`src/rtl/ard_pkg.sv`:
```
// Shared types, code tables and decode functions for the alert record decoder.
// No dependencies; every other file of the block refers to it by scoped names.
`default_nettype none

package ard_pkg;

    // Band codes as they appear on the result beat.
    typedef enum logic [2:0] {
        BAND_NONE  = 3'd0,
        BAND_LASER = 3'd1,
        BAND_K     = 3'd2,
        BAND_KA    = 3'd3,
        BAND_X     = 3'd4
    } t_band;

    // Arrow direction codes.
    typedef enum logic [1:0] {
        DIR_NONE  = 2'd0,
        DIR_FRONT = 2'd1,
        DIR_SIDE  = 2'd2,
        DIR_REAR  = 2'd3
    } t_dir;

    // Known band/arrow byte codes.
    localparam logic [7:0] CODE_NONE      = 8'h00;
    localparam logic [7:0] CODE_LASER_F   = 8'h21;
    localparam logic [7:0] CODE_LASER_R   = 8'h81;
    localparam logic [7:0] CODE_K_F       = 8'h24;
    localparam logic [7:0] CODE_K_S       = 8'h44;
    localparam logic [7:0] CODE_K_R       = 8'h84;
    localparam logic [7:0] CODE_KA_F      = 8'h22;
    localparam logic [7:0] CODE_KA_S      = 8'h42;
    localparam logic [7:0] CODE_KA_R      = 8'h82;
    localparam logic [7:0] CODE_X_F       = 8'h28;
    localparam logic [7:0] CODE_X_S       = 8'h48;
    localparam logic [7:0] CODE_X_R       = 8'h88;

    // Aux byte codes.
    localparam logic [7:0] AUX_PRIORITY   = 8'h80;
    localparam logic [7:0] AUX_JUNK       = 8'h40;

    // Bar ladders: inclusive upper bounds for one to seven bars, entry 0 last in each list.
    localparam int unsigned LADDER_STEPS  = 7;
    localparam logic [3:0]  BARS_FULL     = 4'd8;
    localparam logic [LADDER_STEPS-1:0][7:0] LADDER_X =
        {8'hCF, 8'hC4, 8'hBC, 8'hB3, 8'hA9, 8'h9F, 8'h95};
    localparam logic [LADDER_STEPS-1:0][7:0] LADDER_K =
        {8'hC1, 8'hB7, 8'hAD, 8'hA3, 8'h99, 8'h8F, 8'h87};
    localparam logic [LADDER_STEPS-1:0][7:0] LADDER_KA =
        {8'hB9, 8'hB2, 8'hAB, 8'hA4, 8'h9D, 8'h96, 8'h8F};

    // One input beat: the seven record bytes.
    typedef struct packed {
        logic [7:0] count_index_byte;
        logic [7:0] freq_high;
        logic [7:0] freq_low;
        logic [7:0] front_level;
        logic [7:0] rear_level;
        logic [7:0] band_arrow;
        logic [7:0] aux_byte;
    } t_rec;

    // One result beat.
    typedef struct packed {
        logic [3:0]  alert_count;
        logic [3:0]  alert_index;
        logic        count_ok;
        logic [15:0] freq_mhz;
        t_band       band;
        t_dir        direction;
        logic        band_ok;
        logic [3:0]  front_bars;
        logic [3:0]  rear_bars;
        logic [3:0]  peak_bars;
        logic        is_priority;
        logic        is_junk;
    } t_res;

    // Contents of the decode stage register.
    typedef struct packed {
        logic [3:0]  alert_count;
        logic [3:0]  alert_index;
        logic        count_ok;
        logic [15:0] freq_mhz;
        t_band       band;
        t_dir        direction;
        logic        band_ok;
        logic [7:0]  front_level;
        logic [7:0]  rear_level;
        logic        is_priority;
        logic        is_junk;
    } t_dec;

    // Contents of the bar stage register.
    typedef struct packed {
        logic [3:0]  alert_count;
        logic [3:0]  alert_index;
        logic        count_ok;
        logic [15:0] freq_mhz;
        t_band       band;
        t_dir        direction;
        logic        band_ok;
        logic [3:0]  front_bars;
        logic [3:0]  rear_bars;
        logic        is_priority;
        logic        is_junk;
    } t_bar;

    // Result of the band/arrow lookup.
    typedef struct packed {
        t_band band;
        t_dir  direction;
        logic  ok;
    } t_band_dir;

    // Looks up a band/arrow byte; unknown codes give no band and a clear ok.
    function automatic t_band_dir decode_band(input logic [7:0] code);
        t_band_dir bd;
        bd.band      = BAND_NONE;
        bd.direction = DIR_NONE;
        bd.ok        = 1'b1;
        unique case (code)
            CODE_NONE:    begin bd.band = BAND_NONE;  bd.direction = DIR_NONE;  end
            CODE_LASER_F: begin bd.band = BAND_LASER; bd.direction = DIR_FRONT; end
            CODE_LASER_R: begin bd.band = BAND_LASER; bd.direction = DIR_REAR;  end
            CODE_K_F:     begin bd.band = BAND_K;     bd.direction = DIR_FRONT; end
            CODE_K_S:     begin bd.band = BAND_K;     bd.direction = DIR_SIDE;  end
            CODE_K_R:     begin bd.band = BAND_K;     bd.direction = DIR_REAR;  end
            CODE_KA_F:    begin bd.band = BAND_KA;    bd.direction = DIR_FRONT; end
            CODE_KA_S:    begin bd.band = BAND_KA;    bd.direction = DIR_SIDE;  end
            CODE_KA_R:    begin bd.band = BAND_KA;    bd.direction = DIR_REAR;  end
            CODE_X_F:     begin bd.band = BAND_X;     bd.direction = DIR_FRONT; end
            CODE_X_S:     begin bd.band = BAND_X;     bd.direction = DIR_SIDE;  end
            CODE_X_R:     begin bd.band = BAND_X;     bd.direction = DIR_REAR;  end
            default:      bd.ok = 1'b0;
        endcase
        return bd;
    endfunction

    // Maps a raw level to bars on the ladder of the given band.
    function automatic logic [3:0] level_to_bars(input logic [7:0] level,
                                                 input t_band band);
        logic [LADDER_STEPS-1:0][7:0] ladder;
        logic                         has_ladder;
        logic [3:0]                   bars;
        has_ladder = 1'b1;
        ladder     = LADDER_X;
        case (band)
            BAND_X:  ladder = LADDER_X;
            BAND_K:  ladder = LADDER_K;
            BAND_KA: ladder = LADDER_KA;
            default: has_ladder = 1'b0;
        endcase
        // The ladders rise, so the lowest step that holds the level wins.
        bars = BARS_FULL;
        for (int i = LADDER_STEPS - 1; i >= 0; i--) begin
            if (level <= ladder[i]) begin
                bars = 4'(i + 1);
            end
        end
        if (!has_ladder || level == 8'd0) begin
            bars = 4'd0;
        end
        return bars;
    endfunction

endpackage

`default_nettype wire

```
`src/rtl/alert_record_decoder_unit.sv`:
```
// Alert record decoder: takes one seven-byte radar alert record per beat and
// returns one decoded result beat for it, in order. It accepts a record every
// clock while o_stall is low and passes each record through three register
// stages: decode (count/index check, frequency, band/arrow lookup, aux flags),
// bar ladders for the front and rear levels, and the peak select that feeds
// the output register. A stall on the output holds the result; the stages
// ahead keep filling, so up to three records are in flight. The block keeps
// no state between records. Depends on ard_pkg, ard_decode, ard_bars and
// ard_peak.
`default_nettype none

module alert_record_decoder_unit (
    input  wire logic          i_clk,
    input  wire logic          i_rst_n,
    input  wire logic          i_valid,
    output logic               o_stall,
    input  wire ard_pkg::t_rec i_rec,
    output logic               o_valid,
    input  wire logic          i_stall,
    output ard_pkg::t_res      o_res
);

    logic          dec_valid;
    logic          dec_stall;
    ard_pkg::t_dec dec_data;
    logic          bar_valid;
    logic          bar_stall;
    ard_pkg::t_bar bar_data;

    // Stage one: field decode.
    ard_decode u_decode (
        .i_clk   (i_clk),
        .i_rst_n (i_rst_n),
        .i_valid (i_valid),
        .o_stall (o_stall),
        .i_rec   (i_rec),
        .o_valid (dec_valid),
        .i_stall (dec_stall),
        .o_dec   (dec_data)
    );

    // Stage two: bar ladders.
    ard_bars u_bars (
        .i_clk   (i_clk),
        .i_rst_n (i_rst_n),
        .i_valid (dec_valid),
        .o_stall (dec_stall),
        .i_dec   (dec_data),
        .o_valid (bar_valid),
        .i_stall (bar_stall),
        .o_bar   (bar_data)
    );

    // Stage three: peak select and output register.
    ard_peak u_peak (
        .i_clk   (i_clk),
        .i_rst_n (i_rst_n),
        .i_valid (bar_valid),
        .o_stall (bar_stall),
        .i_bar   (bar_data),
        .o_valid (o_valid),
        .i_stall (i_stall),
        .o_res   (o_res)
    );

endmodule

`default_nettype wire

```
`src/rtl/ard_decode.sv`:
```
// First pipeline stage: splits the record bytes, checks count and index,
// rebuilds the frequency, looks up band and arrow and tests the aux byte.
// Depends on ard_pkg.
`default_nettype none

module ard_decode (
    input  wire logic          i_clk,
    input  wire logic          i_rst_n,
    input  wire logic          i_valid,
    output logic               o_stall,
    input  wire ard_pkg::t_rec i_rec,
    output logic               o_valid,
    input  wire logic          i_stall,
    output ard_pkg::t_dec      o_dec
);

    logic               r_valid;
    ard_pkg::t_dec      r_dec;
    ard_pkg::t_dec      n_dec;
    ard_pkg::t_band_dir bd;
    logic               ready;

    // The stage takes a beat when it is empty or its content moves on.
    assign ready   = !r_valid || !i_stall;
    assign o_stall = !ready;
    assign o_valid = r_valid;
    assign o_dec   = r_dec;

    // Decode logic for the incoming record.
    always_comb begin
        bd                = ard_pkg::decode_band(i_rec.band_arrow);
        n_dec.alert_count = i_rec.count_index_byte[3:0];
        n_dec.alert_index = i_rec.count_index_byte[7:4];
        n_dec.count_ok    = (n_dec.alert_count == 4'd0 && n_dec.alert_index == 4'd0) ||
                            (n_dec.alert_index != 4'd0 &&
                             n_dec.alert_index <= n_dec.alert_count);
        n_dec.freq_mhz    = {i_rec.freq_high, i_rec.freq_low};
        n_dec.band        = bd.band;
        n_dec.direction   = bd.direction;
        n_dec.band_ok     = bd.ok;
        n_dec.front_level = i_rec.front_level;
        n_dec.rear_level  = i_rec.rear_level;
        n_dec.is_priority = (i_rec.aux_byte == ard_pkg::AUX_PRIORITY);
        n_dec.is_junk     = (i_rec.aux_byte == ard_pkg::AUX_JUNK);
    end

    // Stage valid bit.
    always_ff @(posedge i_clk) begin
        if (!i_rst_n) begin
            r_valid <= 1'b0;
        end else if (ready) begin
            r_valid <= i_valid;
        end
    end

    // Stage payload.
    always_ff @(posedge i_clk) begin
        if (ready && i_valid) begin
            r_dec <= n_dec;
        end
    end

endmodule

`default_nettype wire

```
`src/rtl/ard_bars.sv`:
```
// Second pipeline stage: maps the front and rear levels to bars through
// the ladder of the decoded band. Depends on ard_pkg.
`default_nettype none

module ard_bars (
    input  wire logic          i_clk,
    input  wire logic          i_rst_n,
    input  wire logic          i_valid,
    output logic               o_stall,
    input  wire ard_pkg::t_dec i_dec,
    output logic               o_valid,
    input  wire logic          i_stall,
    output ard_pkg::t_bar      o_bar
);

    logic          r_valid;
    ard_pkg::t_bar r_bar;
    ard_pkg::t_bar n_bar;
    logic          ready;

    // The stage takes a beat when it is empty or its content moves on.
    assign ready   = !r_valid || !i_stall;
    assign o_stall = !ready;
    assign o_valid = r_valid;
    assign o_bar   = r_bar;

    // Ladder compares for both antennas; the rest passes along.
    always_comb begin
        n_bar.alert_count = i_dec.alert_count;
        n_bar.alert_index = i_dec.alert_index;
        n_bar.count_ok    = i_dec.count_ok;
        n_bar.freq_mhz    = i_dec.freq_mhz;
        n_bar.band        = i_dec.band;
        n_bar.direction   = i_dec.direction;
        n_bar.band_ok     = i_dec.band_ok;
        n_bar.front_bars  = ard_pkg::level_to_bars(i_dec.front_level, i_dec.band);
        n_bar.rear_bars   = ard_pkg::level_to_bars(i_dec.rear_level, i_dec.band);
        n_bar.is_priority = i_dec.is_priority;
        n_bar.is_junk     = i_dec.is_junk;
    end

    // Stage valid bit.
    always_ff @(posedge i_clk) begin
        if (!i_rst_n) begin
            r_valid <= 1'b0;
        end else if (ready) begin
            r_valid <= i_valid;
        end
    end

    // Stage payload.
    always_ff @(posedge i_clk) begin
        if (ready && i_valid) begin
            r_bar <= n_bar;
        end
    end

endmodule

`default_nettype wire

```
`src/rtl/ard_peak.sv`:
```
// Third pipeline stage and output register: picks the peak bar count and
// forms the result beat. Depends on ard_pkg.
`default_nettype none

module ard_peak (
    input  wire logic          i_clk,
    input  wire logic          i_rst_n,
    input  wire logic          i_valid,
    output logic               o_stall,
    input  wire ard_pkg::t_bar i_bar,
    output logic               o_valid,
    input  wire logic          i_stall,
    output ard_pkg::t_res      o_res
);

    logic          r_valid;
    ard_pkg::t_res r_res;
    ard_pkg::t_res n_res;
    logic          ready;

    // The output register takes a beat when it is empty or its beat is taken.
    assign ready   = !r_valid || !i_stall;
    assign o_stall = !ready;
    assign o_valid = r_valid;
    assign o_res   = r_res;

    // Peak of the two bar counts and assembly of the result.
    always_comb begin
        n_res.alert_count = i_bar.alert_count;
        n_res.alert_index = i_bar.alert_index;
        n_res.count_ok    = i_bar.count_ok;
        n_res.freq_mhz    = i_bar.freq_mhz;
        n_res.band        = i_bar.band;
        n_res.direction   = i_bar.direction;
        n_res.band_ok     = i_bar.band_ok;
        n_res.front_bars  = i_bar.front_bars;
        n_res.rear_bars   = i_bar.rear_bars;
        n_res.peak_bars   = (i_bar.rear_bars > i_bar.front_bars) ? i_bar.rear_bars
                                                                 : i_bar.front_bars;
        n_res.is_priority = i_bar.is_priority;
        n_res.is_junk     = i_bar.is_junk;
    end

    // Output valid bit.
    always_ff @(posedge i_clk) begin
        if (!i_rst_n) begin
            r_valid <= 1'b0;
        end else if (ready) begin
            r_valid <= i_valid;
        end
    end

    // Output payload.
    always_ff @(posedge i_clk) begin
        if (ready && i_valid) begin
            r_res <= n_res;
        end
    end

endmodule

`default_nettype wire

```
`config.mk`:
```
export PLATFORM = sky130hd
export DESIGN_NAME = alert_record_decoder_unit
export DESIGN_NICKNAME = d
export VERILOG_FILES = /design/src/rtl/ard_pkg.sv /design/src/rtl/alert_record_decoder_unit.sv /design/src/rtl/ard_decode.sv /design/src/rtl/ard_bars.sv /design/src/rtl/ard_peak.sv
export SDC_FILE = /design/constraint.sdc
export NUM_CORES = 1
export LEC_CHECK = 0
export BUFFER_PORTS_ARGS = -buffer_cell sky130_fd_sc_hd__buf_2
export CORE_MARGIN = 5
export CORE_UTILIZATION = 55
export DETAILED_ROUTE_END_ITERATION = 10
export HOLD_SLACK_MARGIN = 0.06
export PLACE_DENSITY = 0.78
export SLEW_MARGIN = 20
export SYNTH_ARGS = -nofsm -noshare
export SYNTH_HDL_FRONTEND = slang
export SYNTH_HIERARCHICAL = 1
export SYNTH_SLANG_ARGS = --single-unit
```
`constraint.sdc`:
```
create_clock -name i_clk -period 11.8 [get_ports i_clk]
set_input_delay 2.36 -clock i_clk [delete_from_list [all_inputs] [get_ports i_clk]]
set_output_delay 2.36 -clock i_clk [all_outputs]
set_load 0.02 [all_outputs]
```
* Yosys cells after proc, flatten, opt, wreduce, memory -nomap -nowiden
Cells that the tools add are included.
Storage, ports and cells: bits in registers 138, output and inout port bits 47, bits of input ports 60
Cells by class: multiplexer cells 19, equality and inequality tests 16, reductions and logical operators 31, magnitude comparators 16
Operators with widths (count):
- $le 8x8->1 | 14
- $pmux 55 s2 | 1
- $pmux 5 s11 | 1
- $eq 8x8->1 const B | 5
- $eq 8x6->1 const B | 4
- $eq 8x7->1 const B | 4
- $logic_not 8->1 | 3
- $mux 3 | 6
- $reduce_or 7->1 | 2
- $mux 4 | 3
- $reduce_or 12->1 | 1
- $logic_not 4->1 | 2
- $mux 2 | 4
- $reduce_or 4->1 | 2
- $eq 3x2->1 const B | 2
- $logic_not 1->1 | 6
- $logic_or 1x1->1 | 6
- $logic_and 1x1->1 | 5
- $gt 4x4->1 | 1
- $le 4x4->1 | 1
- $mux 1 | 4
- $reduce_bool 4->1 | 1
- $reduce_or 2->1 | 2
- $eq 3x3->1 const B | 1
- $reduce_or 3->1 | 1

* Logic depth before layout (Yosys ltp)
word-level depth 10, gate-level depth with buffers 10

* Hierarchy
The synthesis kept the hierarchy.
By module, submodules not included:
- ard_bars | times used 1, area an instance 2780.2 µm², seq. area each 1251.2 µm², cells an instance 245
- ard_decode | times used 1, area an instance 1954.4 µm², seq. area each 1491.4 µm², cells an instance 118
- ard_peak | times used 1, area an instance 1562.7 µm², seq. area each 1371.3 µm², cells an instance 66

* Worst setup path after synthesis
OpenSTA, ideal clock, no wires.
kind input to register, start input port i_stall, end register u_decode.r_dec, in the netlist u_decode/o_dec[0] (enable), stages on the path 4, path buffers 0, data arrival time 5.140 ns, library setup time 0.461 ns, slack 6.199 ns, required time 11.339 ns, cells stage by stage and2_1 > and2_1 > and2_1 > nor2b_1
On the way: cells in the longest elaborated chain, start to end 5
RTL lines:
- start, declared | RTL line alert_record_decoder_unit.sv:19 | input wire logic i_stall,
- $logic_not 1->1 | RTL line ard_peak.sv:22 | assign ready = !r_valid || !i_stall;
- $logic_or 1x1->1 | RTL line ard_peak.sv:22
- $logic_or 1x1->1 | RTL line ard_bars.sv:22 | assign ready = !r_valid || !i_stall;
- $logic_or 1x1->1 | RTL line ard_decode.sv:24 | assign ready = !r_valid || !i_stall;
- $logic_and 1x1->1 | RTL line ard_decode.sv:58 | if (ready && i_valid) begin
- end signal, assigned | RTL line ard_decode.sv:59 | r_dec <= n_dec;
- end, declared | RTL line ard_decode.sv:18 | ard_pkg::t_dec r_dec;
Every way passes these cells. A chain may end at the register's enable or synchronous reset.

* Final worst setup path
start input port i_stall, end output port o_stall
On the way: cells in the longest elaborated chain, start to end 5
RTL lines:
- $logic_not 1->1 | RTL line ard_peak.sv:22
- $logic_or 1x1->1 | RTL line ard_peak.sv:22
- $logic_or 1x1->1 | RTL line ard_bars.sv:22
- $logic_or 1x1->1 | RTL line ard_decode.sv:24
- $logic_not 1->1 | RTL line ard_decode.sv:25 | assign o_stall = !ready;
- end, declared | RTL line alert_record_decoder_unit.sv:16 | output logic o_stall,
Every way passes these cells.

==> flow_summary.rst <==
.. list-table::
   :header-rows: 1

   * - Metric
     - Value
   * - Setup total negative slack
     - 0 ps
   * - Proportion of layout cells with a drive suffix above 1
     - 29.20%
   * - Final wirelength
     - 12,690 um
   * - Peak per-stage delay on the critical path
     - 250 ps
   * - Post-route clock skew
     - 6.286 ps
   * - Startpoint-to-endpoint class of the critical path
     - in2out
   * - Clock tree root buffer cell
     - sky130_fd_sc_hd__clkbuf_16
   * - All-layer global routing usage
     - 18.97%
   * - # nets final
     - 664
   * - Launch instance of the worst min-delay path
     - u_decode/o_dec[45]
   * - Number of remaining DRC errors
     - 0
   * - Sum of routed wire segments on met1
     - 5235 um
   * - H-tree levels
     - 4
   * - Die height
     - 117 um
   * - Pins over their slew limit
     - 0
   * - Stages on the worst setup path
     - 5
   * - Cell Pwr Density
     - 160.0 nW/um2
   * - Share of the clock period used by the worst path after layout
     - 48.22%
   * - Number of nets produced by synthesis
     - 541
   * - Fraction of the core area covered by cells at the end of the flow
     - 67.44%
   * - Kind of path behind the tightest hold check
     - reg2reg
   * - Critical path's most frequent cell
     - sky130_fd_sc_hd__and2_1
   * - Number of violations of the max-capacitance limit
     - 0
   * - Maximum fanout encountered on the critical timing path
     - 3
   * - Slowest stage cell, crit path
     - sky130_fd_sc_hd__and2_1
   * - Data arrival, critical path
     - 3330 ps
   * - Post-synth design cell area
     - 6297 um2
   * - Hold Buf Count CTS
     - 0
   * - Leakage Power
     - 3.002 nW
   * - DR WL met2
     - 6377 um
   * - Gate family responsible for the most delay along the worst path
     - simple AND/OR/NAND/NOR gates
   * - Maximum achievable frequency
     - 175.8 MHz
   * - Yosys cell types
     - 61
   * - Post-synthesis cell type with the largest combined area
     - sky130_fd_sc_hd__edfxtp_1
   * - Worst skew pair latency
     - 410 ps
   * - Length of the first detailed-routing pass in iterations
     - 5
   * - Detailed route wirelength on metal3
     - 814 um
   * - CP required
     - 9440 ps
   * - Net switching power
     - 0.3031 mW
   * - Number of CTS-inserted buffers
     - 17
   * - Normalized max-slew margin
     - 57.89%
   * - Highest routed metal layer
     - met4
   * - Post-layout minimum cycle time
     - 5690 ps
   * - Antenna viol nets, final
     - 0
   * - Result of the run
     - completed
   * - Detailed-placement wirelength estimate
     - 9066 um
   * - Most common cell in the netlist
     - sky130_fd_sc_hd__edfxtp_1
   * - Worst-path cell chain
     - buf_2, and2_1, and2_1, and2_1, buf_2
   * - Post-synth top cells
     - sky130_fd_sc_hd__edfxtp_1 (135), sky130_fd_sc_hd__ha_1 (52), sky130_fd_sc_hd__nor2_1 (26), sky130_fd_sc_hd__inv_1 (20), sky130_fd_sc_hd__a21oi_1 (17)
   * - Actual slew at the worst max-slew pin
     - 631.7 ps
   * - Post-synthesis async set-or-reset flop share
     - 0%
   * - Final Hold Viols
     - 0
   * - Part of the Yosys area used for sequential elements
     - 65.33%
   * - Sinks on Clock Net
     - 138
   * - Worst-path clk slew
     - 60 ps
   * - Die area
     - 13,690 um2
   * - Standard cell area after detailed placement
     - 7029 um2
   * - Share of total power in sequential cells
     - 48.0%
   * - Vias after detailed routing
     - 4,053
   * - Worst reg-to-reg path cell count
     - 11
   * - Post-CTS Setup Repair Bufs
     - 0
   * - Launch instance of the worst register-to-register path
     - u_decode/o_dec[22]
   * - Width of the chip
     - 117 um
   * - Dominant cells by area after synthesis
     - sky130_fd_sc_hd__edfxtp_1 (64%), sky130_fd_sc_hd__ha_1 (10%), sky130_fd_sc_hd__nor2_1 (1.5%)
   * - Primary FF master, synth
     - sky130_fd_sc_hd__edfxtp_1
   * - Cell count after synthesis
     - 429
   * - Routability congestion estimate
     - 0.8593
   * - Placed Cells
     - 675
   * - Number of buffers inserted by port buffering
     - 106
   * - Switching part of the total power
     - 24.81%
   * - Number of synthesized register bits
     - 138
   * - Combinational Power Share
     - 9.7%
   * - Synth-to-layout area growth
     - 21.24%
   * - Vias/cell
     - 5.708
   * - Worst reg-to-reg setup slack
     - 8440 ps
   * - Iter 0 DRT Violations
     - 333
   * - Number of placement rows
     - 39
   * - Buffers from clock root to sink, at most
     - 2
   * - Total congestion overflow
     - 0
   * - Setup violations, final
     - 0
   * - Number of antenna violations at the first check in global routing
     - 0
   * - Crit path buf inv count
     - 2
   * - Terminus of the critical flop-to-flop path
     - u_bars/o_bar[9]
   * - Non-Filler Cell Area, Final
     - 7635 um2
   * - Startpoint type of the worst setup path
     - input port
   * - Pin count of the biggest net entering global routing
     - 50
   * - Hold Crit Depth
     - 0
   * - Vias in the first global route
     - 4,062
   * - Number of top-level pins
     - 107
   * - Share of the synthesized area in the top cell type
     - 64.38%
   * - Hold Path Sink
     - u_bars/o_bar[37]
   * - # resized after CTS
     - 0
   * - Total internal power
     - 0.9187 mW
   * - Routed length per instance
     - 17.87 um
   * - Non-filler cells in the finished layout
     - 710
   * - Syn_area_per_cell
     - 14.68 um2
   * - Clock power frac
     - 42.3%
   * - Global-route wire length before repair
     - 19,730 um
   * - Setup repair after global routing missed its margin
     - false
   * - Number of warnings reported in the yosys synthesis log
     - 6
   * - Type of destination of the critical path
     - output port
   * - Highest ir drop seen on vdd
     - 0.1676 mV
   * - CTS tree
     - done
   * - Core region area
     - 11,320 um2
   * - Starting utilization of the core area
     - 55.63%
   * - Number of enable-type register cells in the synthesized netlist
     - 135
==> cells by family (layout without fill, tap and decap cells) <==
| group | Yosys count | count (layout) | share of synthesized area, % |
|---|---|---|---|
| DFF | 138 | 138 | 65.33 |
| AOI/OAI and AO/OA | 88 | 88 | 9.994 |
| muxes | 4 | 4 | 0.7748 |
| other | 0 | 2 | 0 |
| adders and majority gates | 52 | 52 | 10.33 |
| xor gates and xnor gates | 5 | 5 | 0.8148 |
| buffers and inverters | 26 | 162 | 1.748 |
| and+or+nand+nor | 116 | 116 | 11.01 |
==> worst max-delay path by stage <==
stage	start	end	slack, ps
floorplan	i_stall	u_decode/o_dec[0]	6200
global placement	i_stall	o_stall	6190
detailed placement	i_stall	o_stall	6110
CTS	i_stall	o_stall	6100
global route	i_stall	o_stall	6040
finish	i_stall	o_stall	6110
==> routing by layer <==
layer  global-route usage, %  vias up
li1                        -     1929
met1                   23.90     1940
met2                   31.82      158
met3                   4.216       26
met4                   8.028        0
met5                       0        -
==> layout by cell type (no fill, tap or decap), drive strengths merged, types with 5 or more instances in the layout <==
master | synthesis | routed
edfxtp | 135 | 135
buf | 6 | 110
ha | 52 | 52
inv | 20 | 29
nor2 | 26 | 26
a21oi | 18 | 18
clkbuf | 0 | 17
o21ai | 15 | 15
nor2b | 15 | 15
nand2 | 14 | 14
nand4 | 12 | 12
o21a | 9 | 9
nand3 | 7 | 7
a21o | 6 | 6
nor4 | 6 | 6
nor3b | 6 | 6
a21boi | 5 | 5
==> layout make-up <==
| class | count | area, um2 |
|---|---|---|
| flip-flops and latches | 138 | 4114 |
| clock inverters | 15 | 155.1 |
| multi-input cells | 265 | 2096 |
| diodes | 2 | 5.005 |
| well taps | 143 | 178.9 |
| fillers | 777 | 3686 |
| clock buffers | 17 | 425.4 |
| repair buffers | 110 | 585.6 |
| inverters | 20 | 75.07 |
==> power groups by stage <==
stage	logic, mW	clock network (mW)	registers [mW]
floorplan	0.0756	0	0.595
global placement	0.109	0	0.595
detailed placement	0.115	0	0.597
CTS	0.117	0.524	0.587
global route	0.132	0.549	0.590
finish	0.119	0.516	0.587
==> sequential cells by signal, summed over array words and instances (netlist names) <==
register and count:
u_decode/o_dec 49, u_peak/o_valid 1, u_peak/o_res 45, u_decode/o_valid 1, u_bars/o_bar 41, u_bars/o_valid 1
==> metrics by stage <==
| step | hold WS (ps) | power (mW) | setup slack (ps) |
|---|---|---|---|
| 2_1_floorplan | 400.3 | 0.6711 | 6199 |
| 3_3_place_gp | 400.3 | 0.7039 | 6189 |
| 3_5_place_dp | 404.5 | 0.7125 | 6108 |
| 4_1_cts | 416.7 | 1.228 | 6102 |
| 5_1_grt | 420.3 | 1.271 | 6039 |
| 6_report | 414.3 | 1.222 | 6111 |
Power figures use the tool's default switching activity.
